==> src/hdl/iad_pkg.sv <==
// ----------------------------------------------------------------------------
// iad_pkg
// Types, base codes and digit character mapping for integer_to_ascii_digits.
// ----------------------------------------------------------------------------
`default_nettype none

package iad_pkg;

    // Base codes
    localparam logic [1:0] BASE_BIN = 2'd0;
    localparam logic [1:0] BASE_DEC = 2'd1;
    localparam logic [1:0] BASE_HEX = 2'd2;
    localparam logic [1:0] BASE_BAD = 2'd3;

    // ASCII anchors
    localparam logic [7:0] CHAR_ZERO    = 8'h30;           // '0'
    localparam logic [7:0] CHAR_UPPER_A = 8'h41 - 8'd10;   // 'A' - 10
    localparam logic [7:0] CHAR_LOWER_A = 8'h61 - 8'd10;   // 'a' - 10

    typedef struct packed {
        logic [31:0] value;
        logic [1:0]  base_code;
        logic        upper_case;
    } t_in_req;

    typedef struct packed {
        logic [7:0] ascii_char;
        logic       last_char;
    } t_out_req;

    // Control part of a queued conversion job
    typedef struct packed {
        logic [1:0] base_code;
        logic       upper_case;
    } t_job_ctl;

    function automatic logic [7:0] digit_char(input logic [3:0] d, input logic up);
        logic [7:0] d8;
        d8 = {4'h0, d};
        if (d < 4'd10) begin
            return CHAR_ZERO + d8;
        end else if (up) begin
            return CHAR_UPPER_A + d8;
        end else begin
            return CHAR_LOWER_A + d8;
        end
    endfunction

endpackage

`default_nettype wire

==> src/hdl/integer_to_ascii_digits.sv <==
// ----------------------------------------------------------------------------
// integer_to_ascii_digits
// Unsigned number to ASCII digits in base 2, 10 or 16, one character per pop.
// ----------------------------------------------------------------------------
// A request carries a value, a base code and a hex case flag. The block
// returns the digits most significant first, no leading zeros, a lone '0'
// for zero, with last_char set on the final one; base code 3 is accepted and
// produces nothing. A request is loaded, then shifted out bit by bit for
// binary, digit by digit for hex, and for decimal converted by shift-add-3
// over the value bits, followed by a scan of the decimal digit positions
// (10 at the default width). The scan covers one
// digit position per cycle through the single output register, so a slow
// consumer stretches it. Up to two requests wait in the intake queue while
// the digit engine works; once both are waiting, full holds off push.
// ----------------------------------------------------------------------------
`default_nettype none

module integer_to_ascii_digits import iad_pkg::*; #(
    parameter int VALUE_WIDTH = 32
) (
    input  wire logic     i_clk,
    input  wire logic     i_rst_n,
    // request side
    input  wire logic     push,
    output logic          full,
    input  wire t_in_req  i_data,
    // result side
    output logic          empty,
    input  wire logic     pop,
    output t_out_req      o_data
);

    // front to back job handoff
    logic                   job_valid;
    logic [VALUE_WIDTH-1:0] job_value;
    t_job_ctl               job_ctl;
    logic                   job_take;

    // Intake: invalid bases are swallowed here, the rest queued.
    iad_front #(
        .VALUE_WIDTH (VALUE_WIDTH)
    ) u_front (
        .i_clk       (i_clk),
        .i_rst_n     (i_rst_n),
        .push        (push),
        .full        (full),
        .i_data      (i_data),
        .o_job_valid (job_valid),
        .o_job_value (job_value),
        .o_job_ctl   (job_ctl),
        .i_take      (job_take)
    );

    // Digit engine with its own output register.
    iad_back #(
        .VALUE_WIDTH (VALUE_WIDTH)
    ) u_back (
        .i_clk       (i_clk),
        .i_rst_n     (i_rst_n),
        .i_job_valid (job_valid),
        .i_job_value (job_value),
        .i_job_ctl   (job_ctl),
        .o_take      (job_take),
        .empty       (empty),
        .pop         (pop),
        .o_data      (o_data)
    );

endmodule

`default_nettype wire

==> src/hdl/iad_front.sv <==
// ----------------------------------------------------------------------------
// iad_front
// Request intake: masks the value, drops invalid bases, two-entry job queue.
// ----------------------------------------------------------------------------
`default_nettype none

module iad_front import iad_pkg::*; #(
    parameter int VALUE_WIDTH = 32
) (
    input  wire logic                   i_clk,
    input  wire logic                   i_rst_n,
    input  wire logic                   push,
    output logic                        full,
    input  wire t_in_req                i_data,
    output logic                        o_job_valid,
    output logic [VALUE_WIDTH-1:0]      o_job_value,
    output t_job_ctl                    o_job_ctl,
    input  wire logic                   i_take
);

    logic [VALUE_WIDTH-1:0] r_qval [0:1];
    t_job_ctl               r_qctl [0:1];
    logic                   r_wp, n_wp;
    logic                   r_rp, n_rp;
    logic [1:0]             r_cnt, n_cnt;

    logic [63:0]            in_ext;
    logic                   store;
    logic                   rd;

    assign in_ext = 64'(i_data.value);
    assign full   = (r_cnt == 2'd2);
    assign store  = push && !full && (i_data.base_code != BASE_BAD);
    assign rd     = i_take && (r_cnt != 2'd0);

    assign o_job_valid = (r_cnt != 2'd0);
    assign o_job_value = r_qval[r_rp];
    assign o_job_ctl   = r_qctl[r_rp];

    always_comb begin
        n_wp  = r_wp ^ store;
        n_rp  = r_rp ^ rd;
        n_cnt = r_cnt;
        if (store && !rd) begin
            n_cnt = r_cnt + 2'd1;
        end else if (!store && rd) begin
            n_cnt = r_cnt - 2'd1;
        end
    end

    always_ff @(posedge i_clk) begin
        if (!i_rst_n) begin
            r_wp  <= 1'b0;
            r_rp  <= 1'b0;
            r_cnt <= 2'd0;
        end else begin
            r_wp  <= n_wp;
            r_rp  <= n_rp;
            r_cnt <= n_cnt;
        end
    end

    always_ff @(posedge i_clk) begin
        if (store) begin
            r_qval[r_wp] <= in_ext[VALUE_WIDTH-1:0];
            r_qctl[r_wp] <= '{base_code: i_data.base_code, upper_case: i_data.upper_case};
        end
    end

endmodule

`default_nettype wire

==> src/hdl/iad_back.sv <==
// ----------------------------------------------------------------------------
// iad_back
// Digit engine: shift-add-3 for decimal, digit scan and character output.
// ----------------------------------------------------------------------------
`default_nettype none

module iad_back import iad_pkg::*; #(
    parameter int VALUE_WIDTH = 32
) (
    input  wire logic                   i_clk,
    input  wire logic                   i_rst_n,
    input  wire logic                   i_job_valid,
    input  wire logic [VALUE_WIDTH-1:0] i_job_value,
    input  wire t_job_ctl               i_job_ctl,
    output logic                        o_take,
    output logic                        empty,
    input  wire logic                   pop,
    output t_out_req                    o_data
);

    localparam int NDIG   = (VALUE_WIDTH * 30103) / 100000 + 1;   // decimal digits
    localparam int HEXD   = (VALUE_WIDTH + 3) / 4;                // hex digits
    localparam int WW     = 4 * NDIG;                             // work register
    localparam int CW     = $clog2(VALUE_WIDTH + 1);
    localparam int BIN_SH = WW - VALUE_WIDTH;
    localparam int HEX_SH = WW - 4 * HEXD;

    localparam logic [1:0] ST_IDLE = 2'd0;
    localparam logic [1:0] ST_CONV = 2'd1;
    localparam logic [1:0] ST_EMIT = 2'd2;

    logic [1:0]             r_state, n_state;
    logic [WW-1:0]          r_work, n_work;
    logic [VALUE_WIDTH-1:0] r_bin, n_bin;
    logic [CW-1:0]          r_cnt, n_cnt;
    logic                   r_started, n_started;
    logic [1:0]             r_base, n_base;
    logic                   r_upper, n_upper;
    logic                   r_ovalid, n_ovalid;
    t_out_req               r_odata, n_odata;

    logic [WW-1:0]          adj;
    logic [3:0]             digit;
    logic                   is_bin;
    logic                   is_last;
    logic                   emit_now;
    logic                   out_free;
    logic [WW-1:0]          shifted;

    assign empty  = !r_ovalid;
    assign o_data = r_odata;

    // Add-3 correction on every BCD digit, all in parallel
    always_comb begin
        for (int i = 0; i < NDIG; i++) begin
            if (r_work[4*i +: 4] >= 4'd5) begin
                adj[4*i +: 4] = r_work[4*i +: 4] + 4'd3;
            end else begin
                adj[4*i +: 4] = r_work[4*i +: 4];
            end
        end
    end

    assign is_bin   = (r_base == BASE_BIN);
    assign digit    = is_bin ? {3'b000, r_work[WW-1]} : r_work[WW-1 -: 4];
    assign shifted  = is_bin ? (r_work << 1) : (r_work << 4);
    assign is_last  = (r_cnt == CW'(1));
    assign emit_now = r_started || (digit != 4'd0) || is_last;
    assign out_free = !r_ovalid || pop;

    always_comb begin
        n_state   = r_state;
        n_work    = r_work;
        n_bin     = r_bin;
        n_cnt     = r_cnt;
        n_started = r_started;
        n_base    = r_base;
        n_upper   = r_upper;
        n_ovalid  = r_ovalid && !pop;
        n_odata   = r_odata;
        o_take    = 1'b0;

        case (r_state)
            ST_IDLE: begin
                if (i_job_valid) begin
                    o_take    = 1'b1;
                    n_base    = i_job_ctl.base_code;
                    n_upper   = i_job_ctl.upper_case && (i_job_ctl.base_code == BASE_HEX);
                    n_started = 1'b0;
                    n_bin     = i_job_value;
                    case (i_job_ctl.base_code)
                        BASE_BIN: begin
                            n_work  = WW'(i_job_value) << BIN_SH;
                            n_cnt   = CW'(VALUE_WIDTH);
                            n_state = ST_EMIT;
                        end
                        BASE_HEX: begin
                            n_work  = WW'(i_job_value) << HEX_SH;
                            n_cnt   = CW'(HEXD);
                            n_state = ST_EMIT;
                        end
                        default: begin
                            n_work  = '0;
                            n_cnt   = CW'(VALUE_WIDTH);
                            n_state = ST_CONV;
                        end
                    endcase
                end
            end
            ST_CONV: begin
                n_work = {adj[WW-2:0], r_bin[VALUE_WIDTH-1]};
                n_bin  = {r_bin[VALUE_WIDTH-2:0], 1'b0};
                n_cnt  = r_cnt - CW'(1);
                if (is_last) begin
                    n_cnt   = CW'(NDIG);
                    n_state = ST_EMIT;
                end
            end
            ST_EMIT: begin
                if (!emit_now || out_free) begin
                    n_work = shifted;
                    n_cnt  = r_cnt - CW'(1);
                    if (emit_now) begin
                        n_started = 1'b1;
                        n_ovalid  = 1'b1;
                        n_odata   = '{ascii_char: digit_char(digit, r_upper),
                                      last_char: is_last};
                    end
                    if (is_last) begin
                        n_state = ST_IDLE;
                    end
                end
            end
            default: begin
                n_state = ST_IDLE;
            end
        endcase
    end

    always_ff @(posedge i_clk) begin
        if (!i_rst_n) begin
            r_state   <= ST_IDLE;
            r_cnt     <= '0;
            r_started <= 1'b0;
            r_ovalid  <= 1'b0;
        end else begin
            r_state   <= n_state;
            r_cnt     <= n_cnt;
            r_started <= n_started;
            r_ovalid  <= n_ovalid;
        end
    end

    always_ff @(posedge i_clk) begin
        r_work  <= n_work;
        r_bin   <= n_bin;
        r_base  <= n_base;
        r_upper <= n_upper;
        r_odata <= n_odata;
    end

endmodule

`default_nettype wire

==> config.mk <==
export PLATFORM = sky130hd
export DESIGN_NAME = integer_to_ascii_digits
export DESIGN_NICKNAME = d
export VERILOG_FILES = /design/src/hdl/iad_pkg.sv /design/src/hdl/integer_to_ascii_digits.sv /design/src/hdl/iad_front.sv /design/src/hdl/iad_back.sv
export SDC_FILE = /design/constraint.sdc
export NUM_CORES = 1
export LEC_CHECK = 0
export BUFFER_PORTS_ARGS = -buffer_cell sky130_fd_sc_hd__buf_2
export CAP_MARGIN = 20
export CORE_ASPECT_RATIO = 0.7
export CORE_UTILIZATION = 61
export DETAILED_ROUTE_END_ITERATION = 16
export HOLD_SLACK_MARGIN = 0.1
export PLACE_DENSITY = 0.8
export SLEW_MARGIN = 0
export SYNTH_ARGS = -nofsm -noshare
export SYNTH_HDL_FRONTEND = slang
export SYNTH_SLANG_ARGS = --single-unit
==> constraint.sdc <==
create_clock -name i_clk -period 3.8 [get_ports i_clk]
set_input_delay 0.57 -clock i_clk [delete_from_list [all_inputs] [get_ports i_clk]]
set_output_delay 0.57 -clock i_clk [all_outputs]
set_load 0.01 [all_outputs]
Yosys cells after proc, flatten, opt, wreduce, memory -nomap -nowiden
Memories as Yosys holds them, arrays and structs flattened. A register that Yosys moved wholly into a read port is not among the register bits.
Cells that the tools add are included.

cells by class
  $lt $le $gt $ge = 11
  mux-type cells = 46
  add/sub/neg operators = 16
  reduce and logical (&&, ||, !) cells = 33
  bitwise logic cells = 2
  eq/ne operators = 11

operators with widths
  kind                                                                                  count
  40-bit two-way mux                                                                    4
  40-bit one-hot mux with 3 select lines                                                1
  32-bit one-hot mux with 2 select lines                                                1
  4-bit by 3-bit greater-or-equal comparator with 1-bit output (second input constant)  10
  4-bit two-way mux                                                                     10
  4-bit by 2-bit adder with 4-bit output (second input constant)                        9
  32-bit two-way mux                                                                    1
  6-bit two-way mux                                                                     4
  6-bit one-hot mux with 3 select lines                                                 1
  8-bit two-way mux                                                                     2
  6-bit by 4-bit adder with 7-bit output (first input constant)                         2
  2-bit two-way mux                                                                     7
  1-bit two-way mux                                                                     12
  7-bit by 4-bit adder with 8-bit output (first input constant)                         1
  2-bit by 1-bit != test with 1-bit output (second input constant)                      4
  4-bit AND reduction                                                                   2
  2-bit nonzero test                                                                    4
  1-bit logical AND                                                                     7
  2-bit == test (second input constant)                                                 3
  6-bit by 1-bit == test with 1-bit output (second input constant)                      1
  1-bit logical NOT                                                                     6
  2-bit logical NOT                                                                     3
  2-bit one-hot mux with 3 select lines                                                 1
  3-bit AND reduction                                                                   2
  other kinds (15)                                                                      21

word-level totals
  bits of input ports = 39
  output and inout bits = 11
  logic and storage cells = 134
  register bits = 98
  memory bits (writable) = 70
  memories kept = 2

memories
  name            depth  bits a word  read ports  clocked after memory_dff  wr ports  RTL line         source
  u_front.r_qval  2      32           1           1                         1         iad_front.sv:21  logic [VALUE_WIDTH-1:0] r_qval [0:1];
  u_front.r_qctl  2      3            1           1                         1         iad_front.sv:22  t_job_ctl r_qctl [0:1];

Logic depth before layout (Yosys ltp)
  depth after elaboration = 9
  gate-level depth with buffers = 12
  mapped depth without buffers = 9

Modules after synthesis
Synthesis repeated with hierarchy kept, for this count alone.

unflattened totals
  cells, all modules = 704
  area, all modules = 8381.8 µm²

modules (own cells, without submodules)
  module     instances  cells an instance  area an instance (µm²)
  iad_back   1          570                5622.9
  iad_front  1          134                2758.9

Worst setup path before layout
Ideal clock, no wire load.

  path kind = register to register
  from = register u_back.r_base[1]
  to = register u_back.r_cnt[4]
  data required time = 3.680 ns
  period minus slack after synthesis = 3.384 ns
  buffers on the path = 3
  setup slack = 0.416 ns
  setup time = 0.120 ns
  cell stages (with the launch flop) = 13
  arrival time = 3.264 ns
  cell sequence = edfxtp_1 > or2_1 > buf_2 > clkbuf_1 > mux2i_1 > ha_1 > nand2b_1 > a221o_1 > a311o_1 > buf_6 > inv_1 > nor2_1 > o31a_1

between the ends
  cells in the longest elaborated chain, start to end = 9

RTL lines
  element                                             RTL line         source
  start, declared                                     iad_back.sv:37   logic [1:0] r_base, n_base;
  start signal, assigned                              iad_back.sv:157  r_base <= n_base;
  2-bit logical NOT                                   iad_back.sv:64   assign is_bin = (r_base == BASE_BIN);
  4-bit two-way mux                                   iad_back.sv:65   assign digit = is_bin ? {3'b000, r_work[WW-1]} : r_work[WW-1 -: 4];
  4-bit nonzero test                                  iad_back.sv:68   assign emit_now = r_started || (digit != 4'd0) || is_last;
  1-bit logical OR (2 in a row)                       iad_back.sv:68
  1-bit logical NOT                                   iad_back.sv:120  if (!emit_now || out_free) begin
  1-bit logical OR                                    iad_back.sv:120
  2-bit by 1-bit != test with 1-bit output (no line)  n/a
  3-bit AND reduction (no line)                       n/a
  end signal, assigned                                iad_back.sv:148  r_cnt <= n_cnt;
  end, declared                                       iad_back.sv:35   logic [CW-1:0] r_cnt, n_cnt;

No other way between the ends.
A chain may end at the register's enable or synchronous reset.

Final worst setup path
Same ends and word-level chain as after synthesis.

==> reports/qor.csv <==
metric,value,unit
Post-Synthesis Cell Area,8350,um^2
minimum clock period,2850,ps
Final Wtd Congestion,0.942,
via count,5826,
drt wl/cell,19.5,um
Synth cell types,50,
NetSw,3.34,mW
Sw Share,0.395,
Hold Path Depth,1,
drt pass-1 iters,5,
Hold Buf Count CTS,0,
vias in the first global route,5626,
RSZ-0062 raised after global routing,false,
DRT iter0 DRCs,595,
FF-to-FF Start,u_back.r_base[1]$_DFFE_PP_,
CP top delay family,compound AO/OA/AOI/OAI gates,
cells along the critical path,or2_1 > mux2i_1 > ha_1 > nand2b_1 > a221o_1 > a311o_1 > inv_1 > buf_4 > nor2_1 > o31a_1,
Max Cap Viol,0,
Yosys top cell by area,edfxtp_1,
"Top FF cell, synth",edfxtp_1,
crit path kind,flop to flop,
hold crit path type,primary input to flop,
Place WS,974,ps
hpwl dp,12.1,mm
R2R depth,10,
Gate power share,0.393,
total CTS buffers,17,
final net count,817,
Root Buffer,clkbuf_16,
Slew Limit Fails,0,
Slew headroom,0.489,
slowest CP cell,a311o_1,
Setup TNS Final,0,ps
initial core utilization,0.629,
Clock Pin Slew Worst Setup and Hold Paths,70,ps
first-pass GRT wire length,28.7,mm
GRT Overall Usage,0.270,
r2r endpoint,u_back.r_cnt[4]$_SDFFE_PN0P_,
"FFs w/ async S/R, synth",0,
Worst Hold End,u_front.r_qval[0][19]$_DFFE_PP_,
area grow syn2layout,12.8,%
site row count,35,
TritonCTS clock tree,done,
worst path arrival time,3160,ps
"commonest non-fill, non-tap cell in the layout",edfxtp_1,
LEAKAGE,3.48,nW
clock power share,0.206,
H-Tree Depth,4,
Int Power,5.12,mW
Crit path required time,4120,ps
Flop pwr share,0.401,
final setup fails,0,
"Largest stage delay, worst path",450,ps
num ports,50,
Post-Syn Nets,767,
"commonest non-fill, non-tap cells in the layout","153 x edfxtp_1, 66 x a21oi_1, 66 x nand2_1, 54 x mux2_2, 48 x buf_2",
CP Capture Type,flop,
Synth Instances,697,
register area share after synthesis,0.587,
Post-synth EDFFs,153,
final hold slack,330,ps
CTS sink count,168,
Clock Path Buffers,2,
Post-Route WL,18.4,mm
core area,13300,um^2
worst-skew pair later-pin latency,430,ps
Peak Freq,351,MHz
# DRC,0,
status,completed,
width of the die,142,um
pin count of the biggest net entering global routing,38,
R2R setup slack,950,ps
Startpoint Class,flop,
initial antenna violation count,0,
post-layout util,0.709,
# diodes,0,
Antenna Nets Post-Route,0,
die area,14200,um^2
"Gates resized, CTS repair",0,
clock skew,7.07,ps
Buf/Inv on CP,2,
post-synth top area share,0.551,
Pwr Density,899,nW/um^2
DR vias/cell,6.17,
I/O Buffers,48,
setup ws final,952,ps
Peak supply drop,0.000420,V
Syn. warnings,0,
period utilisation layout,0.749,
post-CTS setup buffer count,0,
final hold violations,0,
Slew @ Worst Pin,764,ps
layout cells sized above 1,0.204,
#FFs+latches synth,168,
synth top area cells,"edfxtp_1 55%, mux2_2 7.3%, ha_1 4.6%",
mean area per synthesized cell,12.0,um^2
global route overflow,0,
chip height,99.9,um
min-delay src,i_data[22],
crit path max fanout,20,
[metal layers]
layer | GRT usage | up-vias | wire length (um)
met3 | 0.0654 | 25 | 1690
met2 | 0.423 | 323 | 8510
met1 | 0.374 | 2813 | 7920
li1 | - | 2665 | -
met5 | 0 | - | 0
met4 | 0.0935 | 0 | 261
[logic make-up after synthesis]
family,share of synthesized area
flip-flops,0.587
other,0.000449
adder cells (fa/ha/maj),0.0465
multiplexers,0.108
XOR/XNOR,0.0210
AND/OR/NAND/NOR,0.0910
AO/OA/AOI/OAI,0.114
buffers and inverters,0.0330
[worst reg2reg max path, cell delays in order, from the launching register on]
cell	delay, ps
edfxtp_1	400
or2_1	310
mux2i_1	250
ha_1	210
nand2b_1	60
a221o_1	290
a311o_1	450
inv_1	120
buf_4	280
nor2_1	80
o31a_1	280
[layout make-up]
| cell class | count | area (um^2) |
|---|---|---|
| Fill cell | 878 | 3850 |
| Clock inverter | 15 | 183 |
| Sequential cell | 168 | 4890 |
| Clock buffer | 17 | 425 |
| Multi-Input combinational cell | 459 | 3180 |
| Tap cell | 185 | 231 |
| Timing Repair Buffer | 64 | 360 |
| Inverter | 37 | 139 |
[power by group through the flow]
| stage | Clock (mW) | Sequential (mW) | Combinational (mW) |
|---|---|---|---|
| 4_1_cts | 1.77 | 3.37 | 3.29 |
| 3_3_place_gp | 0 | 3.36 | 3.07 |
| 6_report | 1.74 | 3.40 | 3.32 |
| 3_5_place_dp | 0 | 3.40 | 3.23 |
| 5_1_grt | 1.83 | 3.46 | 3.63 |
| 2_1_floorplan | 0 | 3.28 | 2.40 |
[sequential cells by signal (all words and copies together), names as in the netlist, 2 cells and up, named ones only]
name and count:
u_back.r_bin 32, u_back.r_base 2, u_back.r_cnt 6, u_front.r_qval 64, u_back.r_state 2, u_front.r_cnt 2, u_back.r_work 40, u_front.r_qctl 6
u_back.o_data 8
[Yosys cell counts (3+ instances only)]
cell type  instances
o31a_1             3
inv_1             36
a21oi_1           66
nor2_1            38
a32oi_1            4
xor2_1             8
ha_1              31
clkbuf_1          23
o221ai_1           6
a22oi_1            6
buf_1              7
or3_1              5
dfxtp_1           15
edfxtp_1         153
mux2i_1           29
nand2b_1          14
o22ai_1            4
mux2_2            54
nand2_1           66
nor3_1             6
o22a_1             6
a21o_1             3
xnor2_1           12
a211oi_1           3
o21ai_0           45
nand3_1           16
nor3b_1           11
[how the worst max path moves through the flow]
stage | from | to | slack (ps) | cells after the start
2_1_floorplan | u_back.r_base[1]$_DFFE_PP_ | u_back.r_cnt[4]$_SDFFE_PN0P_ | 420 | 12
3_3_place_gp | u_back.r_base[1]$_DFFE_PP_ | u_back.r_cnt[4]$_SDFFE_PN0P_ | 1140 | 10
3_5_place_dp | u_back.r_base[1]$_DFFE_PP_ | u_back.r_cnt[4]$_SDFFE_PN0P_ | 970 | 10
4_1_cts | u_back.r_base[1]$_DFFE_PP_ | u_back.r_cnt[4]$_SDFFE_PN0P_ | 950 | 10
5_1_grt | u_back.r_base[1]$_DFFE_PP_ | u_back.r_cnt[4]$_SDFFE_PN0P_ | 790 | 10
6_report | u_back.r_base[1]$_DFFE_PP_ | u_back.r_cnt[4]$_SDFFE_PN0P_ | 950 | 10
[stage by stage]
step / instance area, um^2 / total power [mW] / cells
floorplan: 8350 / 5.68 / 697
global placement: 8810 / 6.44 / 913
detailed placement: 8810 / 6.64 / 913
CTS: 9410 / 8.42 / 945
global route: 9410 / 8.92 / 945
finish: 9410 / 8.46 / 945
Note: power is estimated with default switching activity, not from simulation.
